$ cat src/design/xor_framed_link_receiver_macros.svh
// assertion macros for the framed link receiver
`ifndef XOR_FRAMED_LINK_RECEIVER_MACROS_SVH
`define XOR_FRAMED_LINK_RECEIVER_MACROS_SVH

// same-cycle implication, disabled while reset is high
`define XFLR_ASSERT_NOW(label, clk, rst, ante, cons) \
   label: assert property (@(posedge clk) disable iff (rst) (ante) |-> (cons)) \
      else $error("xflr assertion failed");

// next-cycle implication, disabled while reset is high
`define XFLR_ASSERT_NEXT(label, clk, rst, ante, cons) \
   label: assert property (@(posedge clk) disable iff (rst) (ante) |=> (cons)) \
      else $error("xflr assertion failed");

`endif

$ cat src/design/xflr_pkg.sv
// shared types, codes and reset values of the framed link receiver
package xflr_pkg;

   // result kinds
   localparam logic [2:0] KIND_PAYLOAD   = 3'd0;
   localparam logic [2:0] KIND_GOOD      = 3'd1;
   localparam logic [2:0] KIND_CSUM_ERR  = 3'd2;
   localparam logic [2:0] KIND_IGNORED   = 3'd3;
   localparam logic [2:0] KIND_ACK_RX    = 3'd4;
   localparam logic [2:0] KIND_ADDR_ERR  = 3'd5;

   // receive phases
   localparam logic [2:0] PH_HUNT = 3'd0;
   localparam logic [2:0] PH_DEST = 3'd1;
   localparam logic [2:0] PH_SRC  = 3'd2;
   localparam logic [2:0] PH_TYPE = 3'd3;
   localparam logic [2:0] PH_LEN1 = 3'd4;
   localparam logic [2:0] PH_LEN2 = 3'd5;
   localparam logic [2:0] PH_BODY = 3'd6;

   // register indexes
   localparam logic [1:0] REG_FRAME_MARKER  = 2'd0;
   localparam logic [1:0] REG_PHONE_ADDRESS = 2'd1;
   localparam logic [1:0] REG_HOST_ADDRESS  = 2'd2;
   localparam logic [1:0] REG_ACK_TYPE_CODE = 2'd3;

   localparam int ADDR_WIDTH = 4;
   localparam int DATA_WIDTH = 32;

   // register reset values
   localparam logic [7:0] RST_FRAME_MARKER  = 8'd31;
   localparam logic [7:0] RST_PHONE_ADDRESS = 8'd0;
   localparam logic [7:0] RST_HOST_ADDRESS  = 8'd29;
   localparam logic [7:0] RST_ACK_TYPE_CODE = 8'd127;

   typedef struct packed {
      logic [7:0] frame_marker;
      logic [7:0] phone_address;
      logic [7:0] host_address;
      logic [7:0] ack_type_code;
   } cfg_type;

   typedef struct packed {
      logic        has_result;
      logic [2:0]  kind;
      logic [7:0]  data_byte;
      logic [7:0]  msg_type;
      logic [7:0]  source_addr;
      logic [7:0]  sequence_res;
      logic [15:0] msg_length;
   } result_type;

endpackage

$ cat src/design/xflr_core.sv
// frame parser: receive state and the per-byte step logic
module xflr_core (
   input  logic                 clock,
   input  logic                 reset,
   input  logic                 step,
   input  logic [7:0]           rx_byte,
   input  xflr_pkg::cfg_type    cfg,
   output xflr_pkg::result_type result
);

   logic [2:0]  phase_ff, phase_in;
   logic [7:0]  running_xor_ff, running_xor_in;
   logic [16:0] byte_count_ff, byte_count_in;
   logic [15:0] frame_length_ff, frame_length_in;
   logic [7:0]  frame_type_ff, frame_type_in;
   logic [7:0]  frame_dest_ff, frame_dest_in;
   logic [7:0]  frame_source_ff, frame_source_in;
   logic [7:0]  last_byte_ff;

   logic        known_addr;
   logic [16:0] count_inc;
   logic [16:0] count_end;

   assign known_addr = (rx_byte == cfg.phone_address) || (rx_byte == cfg.host_address);
   assign count_inc  = byte_count_ff + 17'd1;
   assign count_end  = {1'b0, frame_length_ff} + 17'd2;

   always_comb begin
      phase_in        = phase_ff;
      running_xor_in  = running_xor_ff ^ rx_byte;
      byte_count_in   = byte_count_ff;
      frame_length_in = frame_length_ff;
      frame_type_in   = frame_type_ff;
      frame_dest_in   = frame_dest_ff;
      frame_source_in = frame_source_ff;
      result          = '0;

      case (phase_ff)
         xflr_pkg::PH_DEST: begin
            if (!known_addr) begin
               result.has_result = 1'b1;
               result.kind       = xflr_pkg::KIND_ADDR_ERR;
               result.data_byte  = rx_byte;
               phase_in          = xflr_pkg::PH_HUNT;
            end else begin
               frame_dest_in = rx_byte;
               phase_in      = xflr_pkg::PH_SRC;
            end
         end
         xflr_pkg::PH_SRC: begin
            if (!known_addr) begin
               result.has_result = 1'b1;
               result.kind       = xflr_pkg::KIND_ADDR_ERR;
               result.data_byte  = rx_byte;
               phase_in          = xflr_pkg::PH_HUNT;
            end else begin
               frame_source_in = rx_byte;
               phase_in        = xflr_pkg::PH_TYPE;
            end
         end
         xflr_pkg::PH_TYPE: begin
            frame_type_in = rx_byte;
            phase_in      = xflr_pkg::PH_LEN1;
         end
         xflr_pkg::PH_LEN1: begin
            frame_length_in = {rx_byte, 8'h00};
            phase_in        = xflr_pkg::PH_LEN2;
         end
         xflr_pkg::PH_LEN2: begin
            if (frame_type_ff == cfg.ack_type_code) begin
               // short ack frame: the length bytes are sequence and checksum
               result.has_result   = 1'b1;
               result.kind         = xflr_pkg::KIND_ACK_RX;
               result.msg_type     = frame_type_ff;
               result.source_addr  = frame_source_ff;
               result.sequence_res = last_byte_ff;
               phase_in            = xflr_pkg::PH_HUNT;
            end else begin
               frame_length_in = frame_length_ff | {8'h00, rx_byte};
               byte_count_in   = '0;
               phase_in        = xflr_pkg::PH_BODY;
            end
         end
         xflr_pkg::PH_BODY: begin
            byte_count_in = count_inc;
            if (count_inc <= {1'b0, frame_length_ff}) begin
               result.has_result  = 1'b1;
               result.kind        = xflr_pkg::KIND_PAYLOAD;
               result.data_byte   = rx_byte;
               result.msg_type    = frame_type_ff;
               result.source_addr = frame_source_ff;
               result.msg_length  = frame_length_ff;
            end else if (count_inc == count_end) begin
               result.has_result   = 1'b1;
               result.msg_type     = frame_type_ff;
               result.source_addr  = frame_source_ff;
               result.sequence_res = last_byte_ff;
               result.msg_length   = frame_length_ff;
               if (running_xor_ff != rx_byte) begin
                  result.kind = xflr_pkg::KIND_CSUM_ERR;
               end else if (frame_dest_ff != cfg.phone_address) begin
                  result.kind = xflr_pkg::KIND_GOOD;
               end else begin
                  result.kind = xflr_pkg::KIND_IGNORED;
               end
               phase_in = xflr_pkg::PH_HUNT;
            end
         end
         default: begin
            // hunting, and the unused phase code
            if (rx_byte == cfg.frame_marker) begin
               running_xor_in  = cfg.frame_marker;
               byte_count_in   = '0;
               frame_length_in = '0;
               frame_type_in   = '0;
               frame_dest_in   = '0;
               frame_source_in = '0;
               phase_in        = xflr_pkg::PH_DEST;
            end else begin
               phase_in = xflr_pkg::PH_HUNT;
            end
         end
      endcase
   end

   always_ff @(posedge clock) begin
      if (reset) begin
         phase_ff        <= xflr_pkg::PH_HUNT;
         running_xor_ff  <= '0;
         byte_count_ff   <= '0;
         frame_length_ff <= '0;
         frame_type_ff   <= '0;
         frame_dest_ff   <= '0;
         frame_source_ff <= '0;
         last_byte_ff    <= '0;
      end else if (step) begin
         phase_ff        <= phase_in;
         running_xor_ff  <= running_xor_in;
         byte_count_ff   <= byte_count_in;
         frame_length_ff <= frame_length_in;
         frame_type_ff   <= frame_type_in;
         frame_dest_ff   <= frame_dest_in;
         frame_source_ff <= frame_source_in;
         last_byte_ff    <= rx_byte;
      end
   end

endmodule

$ cat src/design/xor_framed_link_receiver.sv
// top level of the framed link receiver: handshakes, registers, parser
//
//   channel  direction  beat contents
//   req      in         rx_byte, one received link byte
//   rsp      out        kind, data_byte, msg_type, source_addr, sequence_res, msg_length
//   csr      in/out     apb register access, four 8-bit registers at 0x0..0xc
//
// one byte per cycle sustained while rsp_stall is low; a byte lands in the input register
// at its request beat and is parsed there by xflr_core, and its result is
// registered into the result register when the parser advances
// the parse step is one pass of the phase state machine in xflr_core
// reset is synchronous; registers return to their defaults
// rsp_stall holds the result register; req_stall rises only when the byte in
// the input register would produce a result that has nowhere to go
`include "xor_framed_link_receiver_macros.svh"

module xor_framed_link_receiver (
   input  logic                              clock,
   input  logic                              reset,
   // request channel
   input  logic                              req_valid,
   output logic                              req_stall,
   input  logic [7:0]                        req_rx_byte,
   // response channel
   output logic                              rsp_valid,
   input  logic                              rsp_stall,
   output logic [2:0]                        rsp_kind,
   output logic [7:0]                        rsp_data_byte,
   output logic [7:0]                        rsp_msg_type,
   output logic [7:0]                        rsp_source_addr,
   output logic [7:0]                        rsp_sequence_res,
   output logic [15:0]                       rsp_msg_length,
   // register port
   input  logic                              psel,
   input  logic                              penable,
   input  logic                              pwrite,
   input  logic [xflr_pkg::ADDR_WIDTH-1:0]   paddr,
   input  logic [xflr_pkg::DATA_WIDTH-1:0]   pwdata,
   output logic [xflr_pkg::DATA_WIDTH-1:0]   prdata,
   output logic                              pready
);

   // configuration registers
   xflr_pkg::cfg_type    cfg_ff;
   logic                 cfg_write;
   logic [1:0]           reg_index;
   logic [7:0]           read_byte;

   // input register
   logic                 in_valid_ff;
   logic [7:0]           in_byte_ff;
   logic                 req_accept;

   // parser and result register
   xflr_pkg::result_type core_result;
   xflr_pkg::result_type out_ff;
   logic                 out_valid_ff;
   logic                 out_free;
   logic                 advance;

   // apb: no wait states, register index from the word address
   assign pready    = 1'b1;
   assign reg_index = paddr[3:2];
   assign cfg_write = psel && penable && pwrite && pready;

   always_comb begin
      case (reg_index)
         xflr_pkg::REG_FRAME_MARKER:  read_byte = cfg_ff.frame_marker;
         xflr_pkg::REG_PHONE_ADDRESS: read_byte = cfg_ff.phone_address;
         xflr_pkg::REG_HOST_ADDRESS:  read_byte = cfg_ff.host_address;
         xflr_pkg::REG_ACK_TYPE_CODE: read_byte = cfg_ff.ack_type_code;
         default:                     read_byte = '0;
      endcase
   end

   assign prdata = {{(xflr_pkg::DATA_WIDTH-8){1'b0}}, read_byte};

   always_ff @(posedge clock) begin
      if (reset) begin
         cfg_ff.frame_marker  <= xflr_pkg::RST_FRAME_MARKER;
         cfg_ff.phone_address <= xflr_pkg::RST_PHONE_ADDRESS;
         cfg_ff.host_address  <= xflr_pkg::RST_HOST_ADDRESS;
         cfg_ff.ack_type_code <= xflr_pkg::RST_ACK_TYPE_CODE;
      end else if (cfg_write) begin
         case (reg_index)
            xflr_pkg::REG_FRAME_MARKER:  cfg_ff.frame_marker  <= pwdata[7:0];
            xflr_pkg::REG_PHONE_ADDRESS: cfg_ff.phone_address <= pwdata[7:0];
            xflr_pkg::REG_HOST_ADDRESS:  cfg_ff.host_address  <= pwdata[7:0];
            xflr_pkg::REG_ACK_TYPE_CODE: cfg_ff.ack_type_code <= pwdata[7:0];
            default: ;
         endcase
      end
   end

   // the held byte moves on when the result slot can take its result, or
   // when it makes no result at all (sync misses, header bytes)
   assign out_free   = !out_valid_ff || !rsp_stall;
   assign advance    = in_valid_ff && (out_free || !core_result.has_result);
   assign req_stall  = in_valid_ff && !advance;
   assign req_accept = req_valid && !req_stall;

   always_ff @(posedge clock) begin
      if (reset) begin
         in_valid_ff <= 1'b0;
      end else if (req_accept) begin
         in_valid_ff <= 1'b1;
      end else if (advance) begin
         in_valid_ff <= 1'b0;
      end
   end

   always_ff @(posedge clock) begin
      if (req_accept) begin
         in_byte_ff <= req_rx_byte;
      end
   end

   xflr_core u_core (
      .clock   (clock),
      .reset   (reset),
      .step    (advance),
      .rx_byte (in_byte_ff),
      .cfg     (cfg_ff),
      .result  (core_result)
   );

   // result register
   always_ff @(posedge clock) begin
      if (reset) begin
         out_valid_ff <= 1'b0;
      end else if (advance && core_result.has_result) begin
         out_valid_ff <= 1'b1;
      end else if (!rsp_stall) begin
         out_valid_ff <= 1'b0;
      end
   end

   always_ff @(posedge clock) begin
      if (advance && core_result.has_result) begin
         out_ff <= core_result;
      end
   end

   assign rsp_valid        = out_valid_ff;
   assign rsp_kind         = out_ff.kind;
   assign rsp_data_byte    = out_ff.data_byte;
   assign rsp_msg_type     = out_ff.msg_type;
   assign rsp_source_addr  = out_ff.source_addr;
   assign rsp_sequence_res = out_ff.sequence_res;
   assign rsp_msg_length   = out_ff.msg_length;

   // checks on the internal pipeline
   `XFLR_ASSERT_NOW(a_stall_needs_byte, clock, reset, req_stall, in_valid_ff && out_valid_ff)
   `XFLR_ASSERT_NEXT(a_held_byte_stays, clock, reset, in_valid_ff && !advance, in_valid_ff)
   `XFLR_ASSERT_NOW(a_kind_in_range, clock, reset, rsp_valid, rsp_kind <= xflr_pkg::KIND_ADDR_ERR)
   `XFLR_ASSERT_NOW(a_no_length_short, clock, reset, rsp_valid && (rsp_kind == xflr_pkg::KIND_ACK_RX || rsp_kind == xflr_pkg::KIND_ADDR_ERR), rsp_msg_length == 16'd0)

endmodule
$ cat config.mk
export PLATFORM = sky130hd
export DESIGN_NAME = xor_framed_link_receiver
export DESIGN_NICKNAME = d
export VERILOG_FILES = /design/src/design/xflr_pkg.sv /design/src/design/xflr_core.sv /design/src/design/xor_framed_link_receiver.sv
export VERILOG_INCLUDE_DIRS = /design/src /design/src/design
export SDC_FILE = /design/constraint.sdc
export NUM_CORES = 1
export LEC_CHECK = 0
export BUFFER_PORTS_ARGS = -buffer_cell sky130_fd_sc_hd__buf_2
export CORE_MARGIN = 5
export CORE_UTILIZATION = 52
export CTS_CLUSTER_DIAMETER = 80
export DETAILED_ROUTE_END_ITERATION = 8
export PLACE_DENSITY_LB_ADDON = 0.15
export RECOVER_POWER = 50
export SYNTH_ARGS = -nofsm -noshare
export SYNTH_HDL_FRONTEND = slang
export SYNTH_HIERARCHICAL = 1
export SYNTH_SLANG_ARGS = --single-unit
$ cat constraint.sdc
create_clock -name clock -period 6.4 [get_ports clock]
set_clock_uncertainty 0.1 [all_clocks]
set_input_delay 1.6 -clock clock [delete_from_list [all_inputs] [get_ports clock]]
set_output_delay 1.6 -clock clock [all_outputs]
set_load 0.01 [all_outputs]
# Yosys cells after proc, flatten, opt, wreduce, memory -nomap -nowiden
# Index checks and enable logic that the tools add are counted.
# classes
add_sub_neg	2
order_cmp	1
eq_ne	22
mux	40
bitwise_logic	7
n_reduce_logical	38
# ops
operator	count
$mux 16	4
$pmux 8 s2	4
$pmux 17 s3	1
$mux 8	6
$pmux 16 s3	1
$pmux 24 s2	1
$mux 40	1
$mux 17	2
$eq 8x8->1	4
$pmux 8 s4	1
$mux 24	1
$pmux 3 s6	1
$add 16x2->17 const B	1
$add 17x1->17 const B	1
$eq 17x17->1	1
$le 17x16->1	1
$ne 8x8->1	2
$or 16x8->16	1
$reduce_and 4->1	4
$reduce_or 5->1	3
$mux 12	1
$mux 4	3
$pmux 4 s3	1
$eq 3x3->1 const B	3
other kinds (22)	61
# word_totals
reg_bits	169
input_bits	51

# Longest topological paths before layout
# Gate-level depths: netlist (run 1).
# depth
depth_word	14
ltp_mapped	23

# By module
# The synthesis (run 1) kept the hierarchy.
# by_module_without_submodules
mod	instances	cells_per_inst	area_each_um2	seq_area_each_um2
xflr_core	1	706	5391.4	1521.5
xor_framed_link_receiver	1	241	3578.4	2452.4

# Worst setup path after synthesis (run 1)
# No wires, ideal clock.
# synth_path
kind	register -> register
startpoint	register u_core.byte_count_ff[0]
endpoint	register out_ff (netlist bit rsp_data_byte[0]) (enable)
t_arrival_ns	5.554
t_required_ns	5.823
slack_ns	0.269
stages_incl_launch_ff	19
n_path_buf	2
cell_sequence	dfxtp_1 -> ha_1 -> nand3_1 -> clkbuf_1 -> o41ai_2 -> and2_1 -> inv_1 -> ha_1 -> nand4_1 -> nor3_1 -> nand2_1 -> o21ai_0 -> nand2_1 -> nor2_1 -> o21ai_2 -> buf_2 -> nand3_1 -> nand2_1 -> a21oi_1
# synth_lines
element	line	source
from (decl)	xflr_core.sv:13	logic [16:0] byte_count_ff, byte_count_in;
from (signal assigned)	xflr_core.sv:139	byte_count_ff <= byte_count_in;
to (signal assigned)	xor_framed_link_receiver.sv:140	out_ff <= core_result;
to (decl)	xor_framed_link_receiver.sv:56	xflr_pkg::result_type out_ff;

==> metrics, run 1 <==
status=complete, but fails checks; violated checks=capacitance limit, slew limit; Fmax=168 MHz; most numerous cell in the Yosys netlist=dfxtp_1; sequential share of the synthesized area=44.3%; Setup crit end kind=output pin; Syn Area/Cell=9.47 um2; die area=20,000 um2; Setup TNS=0 ns; CTS tree=done; Post-Route WL=22,500 um; Seq cells post-synth=169; die width=141 um; M1 GR Usage=33.4%; top cells by area, synth=dfxtp_1 (25%), edfxtp_1 (20%), a21oi_1 (4.0%); Critical path origin=u_core/byte_count_ff[0]$_SDFFE_PP0P_; vias in the first global route=6,497; dpl cell area=9450 um2; TritonCTS Buffers=17; GR Layer Usage met3=4.72%; HP Class=flip-flop to flip-flop; Crit Path Category=flip-flop to output pin; busiest grt layer=met1; Leakage Power=3.60 nW; WL/cell=18.1 um; post-route clock period utilization=93.0%; Rel. slew slack=-16.4%; Setup WS post-layout=0.446 ns; final antenna-violating net count=0; initial core utilization=52.4%; area grow syn2layout=11.2%; Fill cells=1,578; Post-synth top flop=dfxtp_1; Final #Nets=1,078; vias per cell=5.73; Max-Cap Viols=1; area of the multi-input gates=4520 um2; Pwr Density=232 nW/um2; RR Startpoint=u_core/byte_count_ff[0]$_SDFFE_PP0P_; Storage cell area=3970 um2; Yosys warning count=6; input/output buffers=85; DRC violations left=0; share of power burned in registers=49.8%; Hold-fix buffers, CTS=0; Sw Pwr=551 uW; Worst Path Max Fanout=12; final hold slack=0.353 ns; num rows=48; logic gate share of total power=5.1%; Reg2Reg Capture Point=u_core/byte_count_ff[5]$_SDFFE_PP0P_; Fin. Hold Viols=0; Post-Syn Area=8970 um2; crit path capture=req_stall; CP required=4.70 ns; Max clock buf depth=2; clock power share=45.2%; FF-to-FF path depth=19; synth cell count leaders=dfxtp_1 (110), nor2_1 (82), nand2_1 (75); slew at the pin with the worst max-slew slack=1.74 ns; share of layout cells above drive strength 1=9.59%; diode count=0; Sink Count=169; Total GRT Usage=22.5%; first-pass GRT wire length=35,600 um; vias=7,150; number of distinct library cells after synthesis=73; final-report setup violation count=0; Net Sw Frac=23.8%; I/O pins=137; routability congestion estimate=0.907; Int Pwr=1.76 mW; pin count of the biggest net entering global routing=52; 1st-pass router iterations=6; initial DRC count=621; Worst-Skew Late Latency=0.43 ns; Yosys top cell by area=dfxtp_1; CP Launch Type=flip-flop; post-synth top area share=24.6%; post-place setup slack=0.780 ns; initial antenna violation count=0; Mapped Cells=947; final slew viol count=9; core area=17,100 um2; share of synthesized registers carrying an async set or reset=0%; final core occ=58.3%; grt ovf=0; R2R setup slack=1.24 ns; clock root buffer=clkbuf_16; WP data arrival=4.25 ns; unrepaired setup endpoints after global routing=no; grt met2 use=32.9%; H-tree depth=4; Post-synth EDFFs=59; maximum vdd drop=0.202 mV; Final min period=5.95 ns; die extent in y=141 um; dpl hpwl=15,600 um; fin area=9970 um2; Reg clk slew, reported paths=0.07 ns
layer usage:
layer  vias up  routed length, um
li1       3447                  -
met1      3364              10500
met2       299               9830
met3        40               1760
met4         0                486
met5         -                  0
cells in the final DEF, fill, tap and decap left out, types with 17 or more instances in the layout:
cell       count
o21ai_0       45
dfxtp_1      110
xnor2_1       38
conb_1        25
a21oi_1       70
clkbuf_16     17
nand2_1       75
mux2i_1       35
a21boi_0      24
nand4_1       30
nor2b_1       17
edfxtp_1      59
buf_2         25
nand3_1       21
clkbuf_1      61
nor2_1        82
nand2b_1      20
ha_1          18
inv_1         32
xor2_1        35
metrics by stage:
| step | total power [mW] | instances |
|---|---|---|
| after floorplan | 1.26 | 970 |
| after global placement | 1.29 | 1210 |
| after detailed placement | 1.29 | 1210 |
| after CTS | 2.33 | 1242 |
| after global routing | 2.39 | 1247 |
| final | 2.32 | 1247 |
critical path: stages (launching register included):
cell	delay, ns
dfxtp_1	0.44
ha_1	0.30
nand3_2	0.27
o21ai_0	0.42
nand2_1	0.12
ha_1	0.32
nand4_1	0.16
nor3_1	0.22
nor2_1	0.06
a211o_1	0.30
a31oi_1	0.21
nor2_1	0.09
o21ai_2	0.19
nand3_1	0.25
nand2_1	0.24
nor2_1	0.10
buf_2	0.15
kinds of logic after synthesis:
logic type      synth area share (%)
mux                             6.28
fa+ha+maj                       2.51
other cells                   0.0837
xor+xnor                        7.38
compound gates                  14.7
simple gates                    18.5
flops                           44.3
buf+inv                         6.26
layout make-up:
type                       count  area share [%]
tap                          225            2.82
clock buffer                  18            4.40
multi-input combinational    686            45.3
inverter                      33            1.24
clock inverter                14            1.64
sequential                   169            39.8
timing repair buffer         102            4.76
state kept, by name, indices dropped and copies added (netlist names):
| register | flops |
|---|---|
| in_byte_ff | 8 |
| u_core/byte_count_ff | 17 |
| rsp_valid | 1 |
| rsp_sequence_res | 8 |
| u_core/running_xor_ff | 8 |
| rsp_source_addr | 8 |
| rsp_msg_length | 16 |
| rsp_kind | 3 |
| u_core/frame_length_ff | 16 |
| u_core/last_byte_ff | 8 |
| u_core/frame_type_ff | 8 |
| cfg_ff | 32 |
| in_valid_ff | 1 |
| u_core/frame_dest_ff | 8 |
| u_core/phase_ff | 3 |
| u_core/frame_source_ff | 8 |
| rsp_msg_type | 8 |
| rsp_data_byte | 8 |
worst min-delay path by stage:
stage | startpoint | end | slack [ns] | depth (start not counted)
floorplan | u_core/frame_source_ff[0]$_SDFFE_PP0P_ | u_core/frame_source_ff[0]$_SDFFE_PP0P_ | 0.33 | 2
global placement | u_core/frame_source_ff[0]$_SDFFE_PP0P_ | u_core/frame_source_ff[0]$_SDFFE_PP0P_ | 0.34 | 2
detailed placement | u_core/frame_source_ff[6]$_SDFFE_PP0P_ | u_core/frame_source_ff[6]$_SDFFE_PP0P_ | 0.34 | 2
CTS | u_core/frame_source_ff[5]$_SDFFE_PP0P_ | u_core/frame_source_ff[5]$_SDFFE_PP0P_ | 0.35 | 2
global route | u_core/frame_source_ff[5]$_SDFFE_PP0P_ | u_core/frame_source_ff[5]$_SDFFE_PP0P_ | 0.38 | 2
finish | u_core/frame_source_ff[5]$_SDFFE_PP0P_ | u_core/frame_source_ff[5]$_SDFFE_PP0P_ | 0.35 | 2
power by group through the flow:
stage | Clock [mW] | Sequential [mW] | Combinational [mW]
after global routing | 1.10 | 1.15 | 0.128
after floorplan | 0 | 1.16 | 0.101
final | 1.05 | 1.15 | 0.117
after detailed placement | 0 | 1.18 | 0.119
after global placement | 0 | 1.18 | 0.118
after CTS | 1.06 | 1.15 | 0.120
what timing repair did:
item                                    4_1_cts  5_1_grt
endpoints found under the setup margin        0        1
setup buffers                                 0        5
gates resized for setup                       0        1
Note: power is estimated with default switching activity, not from simulation.
==> run 2, diff against run 1 <==
- CORE_UTILIZATION: 52 -> 61
- SYNTH_HIERARCHICAL: 1 -> default
- clock period: 6.4 -> 7.5 ns (I/O delays scaled with it)
==> run 2 against run 1 <==
  * The run still ends with capacitance limit, slew limit left
  * Synthesized cell count is 1.9% higher
  * First-iteration DRC count up 2.7%
  * Register-to-register slack improved by 0.67 ns
  * Die area down 13%
  * Sequential cell count is the same
  * Core utilization up 10 points
  * Largest power group unchanged
  * Clock power fell by 17%
  * Setup slack gained 0.42 ns
  * Combinational power up 5%
  * Cell area shrank 0.15%
  * Sequential share of layout area up 0.060 points
==> metrics, run 2 <==
num rows=44 (was 48); vias=7,273 (was 7,150); commonest cells after routing, fill and taps aside=dfxtp_1 (110), nor2_1 (84), a21oi_1 (76) (was dfxtp_1 (110), nor2_1 (82), nand2_1 (75)); slew at the pin with the worst max-slew slack=3.46 ns (was 1.74 ns); status=complete, but fails checks (unchanged); initial core utilization=62.4% (was 52.4%); Syn Area/Cell=9.43 um2 (was 9.47 um2); Worst Path Max Fanout=18 (was 12); synth cell count leaders=dfxtp_1 (110), nor2_1 (85), a21oi_1 (76) (was dfxtp_1 (110), nor2_1 (82), nand2_1 (75)); GR Layer Usage met3=4.77% (was 4.72%); Setup TNS=0 ns (unchanged); Mapped Cells=965 (was 947); area of the multi-input gates=4650 um2 (was 4520 um2); post-route clock period utilization=88.4%; most used cell, CP=nand2_1 (was nor2_1); Rel. slew slack=-130% (was -16.4%); dpl hpwl=14,900 um (was 15,600 um); top cells by area, synth=dfxtp_1 (24%), edfxtp_1 (19%), xnor2_1 (6.3%) (was dfxtp_1 (25%), edfxtp_1 (20%), a21oi_1 (4.0%)); share of layout cells above drive strength 1=9.50% (was 9.59%); Crit Path Category=flip-flop to output pin (unchanged); Final #Nets=1,089 (was 1,078); routability congestion estimate=0.899 (was 0.907); Yosys warning count=0 (was 6); Setup WS post-layout=0.870 ns (was 0.446 ns); max FFs per register=32 (unchanged); grt met2 use=37.3% (was 32.9%); busiest grt layer=met2 (was met1); Post-synth EDFFs=59 (unchanged); most numerous cell in the Yosys netlist=dfxtp_1 (unchanged); clock root buffer=clkbuf_16 (unchanged); DRC violations left=0 (unchanged); 1st-pass router iterations=5 (was 6); pin count of the biggest net entering global routing=80 (was 52); Max stage delay on crit path=0.73 ns (was 0.44 ns); maximum vdd drop=0.145 mV (was 0.202 mV); diode count=0 (unchanged); vias in the first global route=6,611 (was 6,497); final slew viol count=80 (was 9); Seq cells post-synth=169 (unchanged); Pwr Density=200 nW/um2 (was 232 nW/um2); Reg clk slew, reported paths=0.06 ns (was 0.07 ns); Fin. Hold Viols=0 (unchanged); Final min period=6.63 ns; Hold Path Depth=2 (unchanged); Post-CTS Setup Repair Bufs=0 (unchanged); CTS tree=done (unchanged); first-pass GRT wire length=34,800 um (was 35,600 um); sequential share of the synthesized area=43.7% (was 44.3%); largest registers=cfg_ff (32), u_core.byte_count_ff (17) (was cfg_ff (32), u_core/byte_count_ff (17)); Fill cells=1,182 (was 1,578); Post-synth top flop=dfxtp_1 (unchanged); area grow syn2layout=9.39% (was 11.2%); WL/cell=17.8 um (was 18.1 um); I/O pins=137 (unchanged); die area=17,500 um2 (was 20,000 um2); die width=132 um (was 141 um); post-place setup slack=1.57 ns (was 0.780 ns); number of distinct library cells after synthesis=62 (was 73); crit-path cells=ha_1 > nand2_1 > nor4_1 > xor2_1 > ha_1 > a21oi_1 > o21ai_0 > a21oi_1 > o2111ai_1 > nand2_1 > nand2_1 > a21oi_2 > o21ai_1 > nor2_1 > buf_2 (was ha_1 > nand3_2 > o21ai_0 > nand2_1 > ha_1 > nand4_1 > nor3_1 > nor2_1 > a211o_1 > a31oi_1 > nor2_1 > o21ai_2 > nand3_1 > nand2_1 > nor2_1 > buf_2); share of synthesized registers carrying an async set or reset=0% (unchanged); Post-Route WL=21,700 um (was 22,500 um); most common cell after layout, fill and taps aside=dfxtp_1 (unchanged); Total GRT Usage=24.5% (was 22.5%); grt ovf=0 (unchanged); Yosys top cell by area=dfxtp_1 (unchanged); TritonCTS Buffers=17 (unchanged); initial antenna violation count=0 (unchanged); CP Launch Type=flip-flop (unchanged); Leakage Power=3.52 nW (was 3.60 nW); Sink Count=169 (unchanged); H-tree depth=4 (unchanged); CP required=5.53 ns (was 4.70 ns); violated checks=capacitance limit, slew limit (unchanged); input/output buffers=85 (unchanged); post-synth top area share=24.2% (was 24.6%); HP Class=flip-flop to flip-flop (unchanged); Storage cell area=3970 um2 (unchanged); Max-Cap Viols=1 (unchanged); WP data arrival=4.66 ns (was 4.25 ns); CP max-delay cell=nor4_1 (was dfxtp_1); Worst-Skew Late Latency=0.43 ns (about the same); largest register by flop count=cfg_ff (unchanged); Hold-fix buffers, CTS=0 (unchanged); Max clock buf depth=2 (unchanged); Post-Syn Area=9100 um2 (was 8970 um2); PostCTS Resize Cnt=0 (unchanged); FF-to-FF path depth=14 (was 19); Fmax=151 MHz; vias per cell=5.98 (was 5.73); die extent in y=132 um (was 141 um); unrepaired setup endpoints after global routing=no (unchanged); final antenna-violating net count=0 (unchanged); core area=14,600 um2 (was 17,100 um2); Setup crit end kind=output pin (unchanged); M1 GR Usage=35.8% (was 33.4%); final-report setup violation count=0 (unchanged); initial DRC count=638 (was 621)
[run 2: cell types whose count changed in the layout (fill, tap and decap cells not counted), moves of 11 or more]
cell and delta:
nand2_1 -14, a211o_1 +16, buf_4 -12, nor2b_1 -11
xnor2_1 +27, o2111ai_1 -15, o21ai_0 -15, and2_1 +26
a21boi_0 -21, xor2_1 -21
[run 2: power by group]
part	internal (mW)	switching [mW]	total, mW
Clock	0.493	0.380	0.873
Sequential	0.969	0.0287	0.997
Combinational	0.0511	0.0716	0.123
[run 2: layout make-up]
type | instances | area share, %
clock inverter | 14 | 1.48
multi-input combinational | 705 | 46.7
inverter | 36 | 1.36
sequential | 169 | 39.9
clock buffer | 18 | 4.31
timing repair buffer | 90 | 3.95
tap | 184 | 2.31
[run 2: cells by family (layout without fill, tap and decap cells)]
logic type / count (synthesis) / after routing / share of synthesized area (%)
AOI/OAI and AO/OA: 174 / 174 / 12.0
and+or+nand+nor: 361 / 361 / 21.4
adders and majority gates: 19 / 19 / 2.61
other: 2 / 25 / 0.0825
muxes: 45 / 45 / 6.05
DFF: 169 / 169 / 43.7
xor gates and xnor gates: 81 / 81 / 8.10
buffers and inverters: 114 / 158 / 6.16
[run 2: through the flow]
step / std cells / instance area, um2 / total power, mW / util, % / hold WS, ns
6_report: 1216 / 9960 / 1.99 / 68.3 / 0.349
5_1_grt: 1216 / 9960 / 2.05 / 68.3 / 0.371
4_1_cts: 1216 / 10000 / 1.99 / 68.8 / 0.350
3_5_place_dp: 1184 / 9460 / 1.14 / 64.9 / 0.343
3_3_place_gp: 1184 / 9460 / 1.14 / 64.9 / 0.338
2_1_floorplan: 988 / 9190 / 1.11 / - / 0.327
[run 2: metal layers]
layer / routed length, um / vias up
li1: - / 3477
met3: 1520 / 33
met2: 9750 / 289
met4: 327 / 0
met5: 0 / -
met1: 10100 / 3474
[run 2: final timing paths]
| kind | end | from | slack, ns |
|---|---|---|---|
| min | u_core.frame_source_ff[3]$_SDFFE_PP0P_ | u_core.frame_source_ff[3]$_SDFFE_PP0P_ | 0.35 |
| max | req_stall | u_core.byte_count_ff[0]$_SDFFE_PP0P_ | 0.87 |
| max reg2reg | u_core.frame_type_ff[3]$_SDFFE_PP0P_ | u_core.byte_count_ff[0]$_SDFFE_PP0P_ | 1.91 |
| min reg2reg | u_core.frame_source_ff[3]$_SDFFE_PP0P_ | u_core.frame_source_ff[3]$_SDFFE_PP0P_ | 0.35 |
[run 2: critical path, delay by kind of cell, from the launching register on]
family          cells  cell delay [ns]
buf+inv             1             0.14
compound gates      6             1.45
xor+xnor            1             0.14
fa+ha+maj           2             0.72
flops               1             0.51
simple gates        5             1.25
